[config.mk]
export PLATFORM = sky130hd
export DESIGN_NAME = dependency_order_with_cycle_split_unit
export DESIGN_NICKNAME = d
export VERILOG_FILES = /design/src/dos_pkg.sv /design/src/dos_ram.sv /design/src/dependency_order_with_cycle_split_unit.sv
export SDC_FILE = /design/constraint.sdc
export NUM_CORES = 2
export LEC_CHECK = 0
export ABC_AREA = 0
export BUFFER_PORTS_ARGS = -buffer_cell sky130_fd_sc_hd__buf_4
export CAP_MARGIN = 20
export CELL_PAD_IN_SITES_DETAIL_PLACEMENT = 0
export CELL_PAD_IN_SITES_GLOBAL_PLACEMENT = 1
export CORE_AREA = 2 2 460 645
export CTS_CLUSTER_DIAMETER = 150
export DETAILED_ROUTE_END_ITERATION = 8
export DIE_AREA = 0 0 462 647
export GPL_TIMING_DRIVEN = 0
export PLACE_DENSITY_LB_ADDON = 0.1
export REMOVE_ABC_BUFFERS = 1
export SLEW_MARGIN = 25
export SYNTH_ARGS = -nofsm -noshare
export SYNTH_HDL_FRONTEND = slang
export SYNTH_SLANG_ARGS = --single-unit
[constraint.sdc]
create_clock -name clock -period 5.6 [get_ports clock]
set_input_delay 0.56 -clock clock [delete_from_list [all_inputs] [get_ports clock]]
set_output_delay 0.56 -clock clock [all_outputs]
set_load 0.005 [all_outputs]
[src/dos_pkg.sv]
// ----------------------------------------------------------------------------
// dos_pkg
// Shared sizes, codes and types of the dependency order unit.
// ----------------------------------------------------------------------------
package dos_pkg;

   localparam int MAX_OBJECTS = 32;
   localparam int MAX_EDGES   = 128;
   localparam int TAG_BITS    = 16;

   localparam int SLOT_W = $clog2(MAX_OBJECTS);
   localparam int OCNT_W = $clog2(MAX_OBJECTS + 1);
   localparam int EIDX_W = $clog2(MAX_EDGES);
   localparam int ECNT_W = $clog2(MAX_EDGES + 1);
   localparam int RES_W  = OCNT_W;

   localparam logic [RES_W-1:0] NO_SLOT = RES_W'(MAX_OBJECTS);

   typedef enum logic [1:0] {
      ACT_ADD_OBJ = 2'd0,
      ACT_ADD_DEP = 2'd1,
      ACT_ARRANGE = 2'd2,
      ACT_CLEAR   = 2'd3
   } action_type;

   typedef enum logic [1:0] {
      ST_OK      = 2'd0,
      ST_FULL    = 2'd1,
      ST_UNKNOWN = 2'd2,
      ST_EMPTY   = 2'd3
   } status_type;

   typedef struct packed {
      logic [SLOT_W-1:0]   dep;
      logic [TAG_BITS-1:0] target;
      logic [RES_W-1:0]    resolved;
   } edge_type;

   localparam int EDGE_W = $bits(edge_type);

endpackage

[src/dos_ram.sv]
// ----------------------------------------------------------------------------
// dos_ram
// Simple dual-port synchronous ram, one write and one registered read port.
// ----------------------------------------------------------------------------
module dos_ram #(
   parameter int WIDTH = 16,
   parameter int DEPTH = 32
) (
   input  logic                     clock,
   input  logic                     we,
   input  logic [$clog2(DEPTH)-1:0] waddr,
   input  logic [WIDTH-1:0]         wdata,
   input  logic                     re,
   input  logic [$clog2(DEPTH)-1:0] raddr,
   output logic [WIDTH-1:0]         rdata
);

   logic [WIDTH-1:0] mem [DEPTH];
   logic [WIDTH-1:0] rdata_ff;

   always_ff @(posedge clock) begin
      if (we) begin
         mem[waddr] <= wdata;
      end
      if (re) begin
         rdata_ff <= mem[raddr];
      end
   end

   assign rdata = rdata_ff;

endmodule

[src/dependency_order_with_cycle_split_unit.sv]
// ----------------------------------------------------------------------------
// dependency_order_with_cycle_split_unit
// Loads object tags and dependency edges, then emits the objects in
// dependency order and the leftover ones marked cycled.
// ----------------------------------------------------------------------------
// Usage: each request word on req_* carries an action in req_tuser and the
// tags in req_tdata. Add object, add dependency and clear store give one
// response word each; arrange gives one word per loaded object (or one
// status word when the store is empty), rsp_tlast marks the final one.
// Tags sit in a 32-entry ram, edges in a 128-entry ram, both read through
// a registered port; placed flags are flip-flops. An edge stays live until
// the object it resolved to has been placed.
// Add object and clear answer from the emit state after acceptance. Add
// dependency scans the tag ram, object by object, up to the match, then
// answers. Arrange first resolves each edge by scanning the tag ram, then
// for each regular word picks an object, emits it and, when edges are
// loaded, makes a pass over the edge ram; it ends with a pass over the
// objects that emits one cycled word per unplaced object.
// One request is worked at a time; req_tready is high when the sequencer
// is idle. A response waits in the output register while rsp_tready is low
// and the sequencer stalls until it is taken.
// Reset empties the store and drops any pending response.
// ----------------------------------------------------------------------------
module dependency_order_with_cycle_split_unit (
   input  logic        clock,
   input  logic        reset,
   input  logic        req_tvalid,
   output logic        req_tready,
   input  logic [31:0] req_tdata,   // object_tag[15:0], depends_on_tag[31:16]
   input  logic [1:0]  req_tuser,   // action[1:0]
   output logic        rsp_tvalid,
   input  logic        rsp_tready,
   output logic [23:0] rsp_tdata,   // out_tag[15:0], cycled[16], status[18:17]
   output logic        rsp_tlast
);
   import dos_pkg::*;

   typedef enum logic [3:0] {
      S_IDLE, S_FIND_RD, S_FIND_USE, S_RES_ERD, S_RES_EUSE, S_RES_SRD,
      S_RES_SUSE, S_PICK, S_RET_RD, S_RET_USE, S_CYC_CHK, S_EMIT
   } state_type;

   state_type           state_ff, ret_ff;
   logic [OCNT_W-1:0]   obj_cnt_ff, i_ff, k_ff;
   logic [ECNT_W-1:0]   edge_cnt_ff, e_ff;
   logic [MAX_OBJECTS-1:0] placed_ff, mask_ff;
   logic [TAG_BITS-1:0] tag_ff, dep_ff;
   edge_type            cur_edge_ff;
   logic                emit_mem_ff, emit_cyc_ff, emit_last_ff;
   status_type          emit_st_ff;
   logic                rsp_valid_ff, rsp_last_ff, rsp_cyc_ff;
   logic [TAG_BITS-1:0] rsp_tag_ff;
   status_type          rsp_st_ff;

   // ram ports
   logic                slot_we, slot_re;
   logic [SLOT_W-1:0]   slot_waddr, slot_raddr;
   logic [TAG_BITS-1:0] slot_wdata, slot_rdata;
   logic                edge_we, edge_re;
   logic [EIDX_W-1:0]   edge_waddr, edge_raddr;
   edge_type            edge_wdata, edge_rd;
   logic [EDGE_W-1:0]   edge_rdata;

   logic                accept;
   action_type          act;
   logic [TAG_BITS-1:0] in_tag, in_dep;
   logic                slot_match, res_match, found;
   logic [SLOT_W-1:0]   pick_slot;
   logic                k_last, out_free, ret_live;

   assign accept   = req_tvalid && req_tready;
   assign act      = action_type'(req_tuser);
   assign in_tag   = req_tdata[15:0];
   assign in_dep   = req_tdata[31:16];
   assign edge_rd  = edge_type'(edge_rdata);
   assign out_free = !rsp_valid_ff || rsp_tready;
   assign k_last   = (OCNT_W'(k_ff + 1'b1) == obj_cnt_ff);

   assign slot_match = (slot_rdata == tag_ff);
   assign res_match  = (slot_rdata == cur_edge_ff.target);
   // live while the resolved object is still unplaced; unresolved stays live
   assign ret_live   = !((edge_rd.resolved != NO_SLOT) &&
                         placed_ff[edge_rd.resolved[SLOT_W-1:0]]);

   // earliest unplaced object with no live edges
   always_comb begin
      found     = 1'b0;
      pick_slot = '0;
      for (int j = MAX_OBJECTS - 1; j >= 0; j--) begin
         if (!placed_ff[j] && !mask_ff[j] && (OCNT_W'(j) < obj_cnt_ff)) begin
            found     = 1'b1;
            pick_slot = SLOT_W'(j);
         end
      end
   end

   always_comb begin
      slot_we    = 1'b0;
      slot_waddr = obj_cnt_ff[SLOT_W-1:0];
      slot_wdata = in_tag;
      slot_re    = 1'b0;
      slot_raddr = i_ff[SLOT_W-1:0];
      edge_we    = 1'b0;
      edge_waddr = edge_cnt_ff[EIDX_W-1:0];
      edge_wdata = '{dep: i_ff[SLOT_W-1:0], target: dep_ff, resolved: NO_SLOT};
      edge_re    = 1'b0;
      edge_raddr = e_ff[EIDX_W-1:0];
      unique case (state_ff)
         S_IDLE: begin
            slot_we = accept && (act == ACT_ADD_OBJ) &&
                      (obj_cnt_ff < OCNT_W'(MAX_OBJECTS));
         end
         S_FIND_RD, S_RES_SRD: slot_re = 1'b1;
         S_FIND_USE: begin
            edge_we = slot_match && (edge_cnt_ff < ECNT_W'(MAX_EDGES));
         end
         S_RES_ERD, S_RET_RD: edge_re = 1'b1;
         S_RES_SUSE: begin
            edge_waddr = e_ff[EIDX_W-1:0];
            edge_wdata = '{dep: cur_edge_ff.dep, target: cur_edge_ff.target,
                           resolved: res_match ? i_ff : NO_SLOT};
            edge_we    = res_match || (OCNT_W'(i_ff + 1'b1) == obj_cnt_ff);
         end
         S_PICK: begin
            slot_re    = found;
            slot_raddr = pick_slot;
         end
         S_CYC_CHK: begin
            slot_re = (i_ff != obj_cnt_ff) && !placed_ff[i_ff[SLOT_W-1:0]];
         end
         default: ;
      endcase
   end

   dos_ram #(.WIDTH(TAG_BITS), .DEPTH(MAX_OBJECTS)) u_slot_ram (
      .clock (clock),
      .we    (slot_we),
      .waddr (slot_waddr),
      .wdata (slot_wdata),
      .re    (slot_re),
      .raddr (slot_raddr),
      .rdata (slot_rdata)
   );

   dos_ram #(.WIDTH(EDGE_W), .DEPTH(MAX_EDGES)) u_edge_ram (
      .clock (clock),
      .we    (edge_we),
      .waddr (edge_waddr),
      .wdata (edge_wdata),
      .re    (edge_re),
      .raddr (edge_raddr),
      .rdata (edge_rdata)
   );

   always_ff @(posedge clock) begin
      if (reset) begin
         state_ff     <= S_IDLE;
         ret_ff       <= S_IDLE;
         obj_cnt_ff   <= '0;
         edge_cnt_ff  <= '0;
         placed_ff    <= '0;
         mask_ff      <= '0;
         i_ff         <= '0;
         e_ff         <= '0;
         k_ff         <= '0;
         rsp_valid_ff <= 1'b0;
      end else begin
         if (rsp_valid_ff && rsp_tready && (state_ff != S_EMIT)) begin
            rsp_valid_ff <= 1'b0;
         end
         unique case (state_ff)
            S_IDLE: begin
               emit_mem_ff  <= 1'b0;
               emit_cyc_ff  <= 1'b0;
               emit_last_ff <= 1'b1;
               ret_ff       <= S_IDLE;
               tag_ff       <= in_tag;
               dep_ff       <= in_dep;
               i_ff         <= '0;
               if (accept) begin
                  unique case (act)
                     ACT_ADD_OBJ: begin
                        if (obj_cnt_ff < OCNT_W'(MAX_OBJECTS)) begin
                           obj_cnt_ff <= OCNT_W'(obj_cnt_ff + 1'b1);
                           emit_st_ff <= ST_OK;
                        end else begin
                           emit_st_ff <= ST_FULL;
                        end
                        state_ff <= S_EMIT;
                     end
                     ACT_ADD_DEP: begin
                        if (obj_cnt_ff == '0) begin
                           emit_st_ff <= ST_UNKNOWN;
                           state_ff   <= S_EMIT;
                        end else begin
                           emit_st_ff <= ST_OK;
                           state_ff   <= S_FIND_RD;
                        end
                     end
                     ACT_ARRANGE: begin
                        placed_ff <= '0;
                        mask_ff   <= '0;
                        k_ff      <= '0;
                        e_ff      <= '0;
                        if (obj_cnt_ff == '0) begin
                           edge_cnt_ff <= '0;
                           emit_st_ff  <= ST_EMPTY;
                           state_ff    <= S_EMIT;
                        end else if (edge_cnt_ff == '0) begin
                           state_ff <= S_PICK;
                        end else begin
                           state_ff <= S_RES_ERD;
                        end
                     end
                     ACT_CLEAR: begin
                        obj_cnt_ff  <= '0;
                        edge_cnt_ff <= '0;
                        placed_ff   <= '0;
                        emit_st_ff  <= ST_OK;
                        state_ff    <= S_EMIT;
                     end
                     default: ;
                  endcase
               end
            end
            S_FIND_RD: state_ff <= S_FIND_USE;
            S_FIND_USE: begin
               if (slot_match) begin
                  if (edge_cnt_ff < ECNT_W'(MAX_EDGES)) begin
                     edge_cnt_ff <= ECNT_W'(edge_cnt_ff + 1'b1);
                  end else begin
                     emit_st_ff <= ST_FULL;
                  end
                  state_ff <= S_EMIT;
               end else if (OCNT_W'(i_ff + 1'b1) == obj_cnt_ff) begin
                  emit_st_ff <= ST_UNKNOWN;
                  state_ff   <= S_EMIT;
               end else begin
                  i_ff     <= OCNT_W'(i_ff + 1'b1);
                  state_ff <= S_FIND_RD;
               end
            end
            S_RES_ERD: state_ff <= S_RES_EUSE;
            S_RES_EUSE: begin
               cur_edge_ff <= edge_rd;
               i_ff        <= '0;
               state_ff    <= S_RES_SRD;
            end
            S_RES_SRD: state_ff <= S_RES_SUSE;
            S_RES_SUSE: begin
               if (res_match || (OCNT_W'(i_ff + 1'b1) == obj_cnt_ff)) begin
                  mask_ff[cur_edge_ff.dep]  <= 1'b1;
                  e_ff <= ECNT_W'(e_ff + 1'b1);
                  state_ff <= (ECNT_W'(e_ff + 1'b1) == edge_cnt_ff) ? S_PICK
                                                                    : S_RES_ERD;
               end else begin
                  i_ff     <= OCNT_W'(i_ff + 1'b1);
                  state_ff <= S_RES_SRD;
               end
            end
            S_PICK: begin
               if (found) begin
                  placed_ff[pick_slot] <= 1'b1;
                  emit_mem_ff  <= 1'b1;
                  emit_cyc_ff  <= 1'b0;
                  emit_st_ff   <= ST_OK;
                  emit_last_ff <= k_last;
                  mask_ff      <= '0;
                  e_ff         <= '0;
                  ret_ff       <= (edge_cnt_ff == '0) ? S_PICK : S_RET_RD;
                  state_ff     <= S_EMIT;
               end else begin
                  i_ff     <= '0;
                  state_ff <= S_CYC_CHK;
               end
            end
            S_RET_RD: state_ff <= S_RET_USE;
            S_RET_USE: begin
               // rebuild the live-reference mask after the pick
               if (ret_live) begin
                  mask_ff[edge_rd.dep] <= 1'b1;
               end
               e_ff <= ECNT_W'(e_ff + 1'b1);
               state_ff <= (ECNT_W'(e_ff + 1'b1) == edge_cnt_ff) ? S_PICK : S_RET_RD;
            end
            S_CYC_CHK: begin
               if (i_ff == obj_cnt_ff) begin
                  obj_cnt_ff  <= '0;
                  edge_cnt_ff <= '0;
                  placed_ff   <= '0;
                  state_ff    <= S_IDLE;
               end else begin
                  i_ff <= OCNT_W'(i_ff + 1'b1);
                  if (!placed_ff[i_ff[SLOT_W-1:0]]) begin
                     emit_mem_ff  <= 1'b1;
                     emit_cyc_ff  <= 1'b1;
                     emit_st_ff   <= ST_OK;
                     emit_last_ff <= k_last;
                     ret_ff       <= S_CYC_CHK;
                     state_ff     <= S_EMIT;
                  end
               end
            end
            S_EMIT: begin
               if (out_free) begin
                  rsp_valid_ff <= 1'b1;
                  rsp_tag_ff   <= emit_mem_ff ? slot_rdata : '0;
                  rsp_cyc_ff   <= emit_cyc_ff;
                  rsp_st_ff    <= emit_st_ff;
                  rsp_last_ff  <= emit_last_ff;
                  k_ff         <= OCNT_W'(k_ff + 1'b1);
                  state_ff     <= ret_ff;
               end
            end
            default: state_ff <= S_IDLE;
         endcase
      end
   end

   assign req_tready = (state_ff == S_IDLE);
   assign rsp_tvalid = rsp_valid_ff;
   assign rsp_tdata  = {5'b0, rsp_st_ff, rsp_cyc_ff, rsp_tag_ff};
   assign rsp_tlast  = rsp_last_ff;

endmodule

==> results.md <==
- The flop and latch count out of synthesis is between 4000 and 5000.
- Of the post-synthesis cell area, the dominant cell type holds 0.751.
- The number of filler cells placed in the layout is 19200.
- The initial cell density of the core is 0.557.
- Using the TritonRoute via totals, the vias-per-cell ratio works out to 6.45.
- The average instance in the mapped netlist occupies around 21 sq um.
- Data on the critical path is required at its endpoint by 6250 ps.
- The type of origin of the critical path is a flip-flop.
- The die covers 299000 sq um.
- In this run the remaining antenna-violating nets after routing total 0.
- The switching power as a share of total power is 0.222.
- The number of maximum-capacitance constraint violations is 0.
- Of the total synthesized cell area, the portion taken by full adders, half adders and majority gates is 0.00107.
- The final count of negative-setup-slack endpoints is 0.
- Of all nets on the critical path, the largest fanout is 35.
- The overall power of the completed layout is approximately 67 mW.
- The number of ports placed on the die boundary is 65.
- The count of non-filler cells in the finished layout is 12500.
- The number of pins with negative max-slew slack in the final report came to 0.
- The most frequent standard cell in the layout excluding fill and tap cells is edfxtp_1.
- By area the synthesized netlist is led by edfxtp_1 (75%), mux4_2 (16%), nand2_1 (1.3%), dfxtp_1 (1.3%), nor2_1 (0.79%).
- The later pin in the worst-skew pair is clocked with a latency of 920 ps.
- Across all hold checks on the routed design, the worst slack comes to 107 ps.
- After global routing the overflow that remains totals 0.
- The global placer's final weighted congestion is 0.853.
- In this run the vertical extent of the chip is 647 microns.
- At the pin with the least slew margin, the transition time is approximately 1100 ps.
- The number of different library cells in the post-synthesis netlist is 86.
- The standby leakage power is 57.3 nW.
- The class of the most critical hold timing path is in -> reg.
- The core occupancy in the finished layout is 0.645.
- The area growth from synthesis to layout is 16.0%.
- The relative contribution of sequential cells to total power is 0.538.
- Of the total synthesized cell area, the portion taken by XOR and XNOR cells is 0.00380.
- The kind of capture point of the worst setup path is a flip-flop.
- The share of cells above drive strength 1 is 0.289.
- The overall routed net length is roughly 400000 microns.
- Entering global routing, the biggest net connects 66 pins.
- In the final timing run, aggregate negative setup slack is 0 ps.
- The total of warnings raised by yosys is 0.
- Clock tree synthesis found a total of 4195 sinks.
- Measured against the total synthesized area, the mux share comes to 0.162.
- The post-detailed-route DRC marker count is 0.
- The share of total power dissipated in combinational logic is 0.069.
- The count of cells along the worst register-to-register path is 14.
- Detailed placement ended at an HPWL of 264000 microns.
- The detailed router finished its first iteration with 9368 violations.
- From left edge to right edge, the die measures 462 microns.
- The area fraction in compound gates after synthesis is 0.0170.
- The cell area power density is around 350 nW/um^2.
- The TritonCTS clock tree is done.
- For this block, the via count after detailed routing is 80400.
- At the end of the flow, the number of nets in the layout was just over 8000.
- Dividing the final minimum period by the clock period gives 0.983.
- In this run the core area contains 236 standard-cell rows.
- The clock-pin slew reported for the worst setup and hold paths after clock tree synthesis is 70 ps.
- The total count of hold-check failures in the final report is 0.
- The first global-routing pass estimated 585000 microns of wire.
- The fmax is between 150 and 200 MHz.
- By startpoint and endpoint, the worst setup path is classified as reg -> reg.
- In this run the critical register-to-register path is captured at u_slot_ram.rdata[8].
- The number of global-route vias before repair came to between 80000 and 90000.
- The startpoint of the most critical hold path is req_tdata[14].
- Of the total synthesized cell area, the portion taken by AND, OR, NAND and NOR gates is 0.0409.
- The area of the core is 294000 sq um.
- The data arrival time of the worst path is 6150 ps.
- For this run, the register share of the synthesized area comes to 0.764.
- The run finished with clean final reports.
- CTS built an H-tree with a depth of 5.
- The worst register-to-register path has a setup slack of 100 ps.
- For hold timing, the worst endpoint is u_slot_ram.mem[14][14].
- Setup repair after global routing left no endpoint under its margin.
- Across every metal layer, demand over resource in global routing totals 0.276.
- The summed instance area of the synthesized netlist is 164000 sq um.
- The share of total power dissipated in the clock network is 0.393.
- The maximum VDD drop is 276 uV.
- The prevailing post-synth register cell is edfxtp_1.
- Clock tree synthesis inserted a total of 386 buffers.
- Counting I/O delays and the setup requirement, the final critical path takes 5500 ps.
- After detailed routing, the average wire length per cell comes to 32.9 microns.
- In the layout the commonest cells are edfxtp_1 (4089), mux4_2 (1154), nand2_1 (555).
- After technology mapping, the gate count stands at 7815.
- The internal power of the cells totals roughly 52 mW.
- The async set-reset flop share out of synthesis is 0.
- The final worst clock skew is roughly 37 ps.
- Including well taps, the total number of placed cells is 11700.
- The power spent charging and discharging nets is 14.9 mW.
- The number of buffer cells added on primary ports is 59.
- The total iterations of the first detailed-routing run is 6.
- The root buffer cell chosen for the clock tree is clkbuf_16.
- The cell taking the most area after synthesis is edfxtp_1.
- Along the worst hold path, the cell count comes to 1.
- The number of antenna violations at the first check in global routing is 22.
- In this run the critical register-to-register path is launched from obj_cnt_ff[2].
- The number of enable-type register cells in the synthesized netlist is 4089.
- The worst pin sits at a relative slew slack of 0.264.
- No sink is reached through more buffers than the 4 on the longest clock path.
- The combinational family with the most area after synthesis is multiplexers.
==> critical path, stage by stage, from the launching register on <==
cell,delay [ps]
dfxtp_2,450
buf_12,230
or4b_1,720
o21ai_0,310
a21oi_1,180
o21ai_0,210
nand4_1,230
buf_8,240
buf_8,170
a21o_4,380
nor3_4,680
a32oi_1,230
a31oi_1,680
nor4_2,230
nor4b_2,240
==> how the worst max path moves through the flow <==
stage                             start                    to
after floorplan                 e_ff[0]           state_ff[0]
after global placement          e_ff[0]           state_ff[0]
after detailed placement  obj_cnt_ff[1]   u_slot_ram.rdata[4]
after CTS                 obj_cnt_ff[1]   u_slot_ram.rdata[9]
after global routing      obj_cnt_ff[2]  u_slot_ram.rdata[15]
final                     obj_cnt_ff[2]   u_slot_ram.rdata[8]
==> cell families after synthesis <==
kind of cell	Yosys count
xor+xnor	71
flops	4195
other cells	1
buf+inv	453
compound gates	424
mux	1204
fa+ha+maj	14
simple gates	1453
==> through the flow <==
| step | setup WS, ps | instance area, sq um |
|---|---|---|
| 6_report | 97.8 | 190000 |
| 4_1_cts | 8.89 | 190000 |
| 2_1_floorplan | -35910 | 162000 |
| 3_3_place_gp | -57120 | 167000 |
| 3_5_place_dp | -947 | 177000 |
| 5_1_grt | 9.02 | 190000 |
==> layer usage <==
layer	part of all wire	vias to the layer above	track usage
met2	0.52	3198	0.470
met1	0.39	43400	0.376
met5	0	-	0
li1	-	33200	-
met4	0.032	0	0.0824
met3	0.064	580	0.0366
==> flip-flops by register name (all words and copies together), names as in the netlist, 16 cells and up <==
register and count:
cur_edge_ff 21, dep_ff 16, mask_ff 32, placed_ff 32
rsp_tag_ff 16, tag_ff 16, u_edge_ram.mem 3456, u_edge_ram.rdata 27
u_slot_ram.mem 512, u_slot_ram.rdata 16
==> synthesized netlist by cell type, drive strengths merged, types with 15 or more instances <==
cell type and count:
mux2i 21, xor2 28, a32oi 15, and3 28
nand4 41, or3 16, a31oi 27, nor4b 15
a22o 16, nand2 586, o21ai 97, edfxtp 4089
a22oi 32, o21a 52, mux4 1154, clkbuf 282
buf 154, xnor2 43, a21oi 104, nand3 223
and2 33, dfxtp 106, nor3 57, nor2 343
nor3b 16, mux2 29, nor4 28, inv 16
==> layout make-up <==
| class | instances | area (sq um) | area share |
|---|---|---|---|
| flip-flops and latches | 4195 | 125000 | 0.659 |
| repair buffers | 447 | 8490 | 0.0448 |
| well taps | 3927 | 4910 | 0.0259 |
| inverters | 17 | 63.8 | 0.000337 |
| diodes | 14 | 35.0 | 0.000185 |
| clock inverters | 214 | 2180 | 0.0115 |
| clock buffers | 478 | 10400 | 0.0546 |
| multi-input cells | 3172 | 38600 | 0.204 |
==> timing repair <==
item | 4_1_cts | 5_1_grt
gates resized for setup | 31 | 7
endpoints found under the hold margin | 17 | 0
setup buffers | 9 | 0
gates cloned | 1 | 0
hold buffers | 17 | 0
pin swaps | 3 | 0
endpoints found under the setup margin | 16 | 15
==> power groups by stage <==
stage / sequential, mW / clock, mW / combinational, mW
detailed placement: 36.8 / 0 / 4.45
global placement: 37.4 / 0 / 4.35
finish: 36.1 / 26.4 / 4.62
CTS: 36.1 / 26.8 / 4.60
floorplan: 36.9 / 0 / 2.57
global route: 36.1 / 27.9 / 4.92
(Power assumes the default switching activity.)
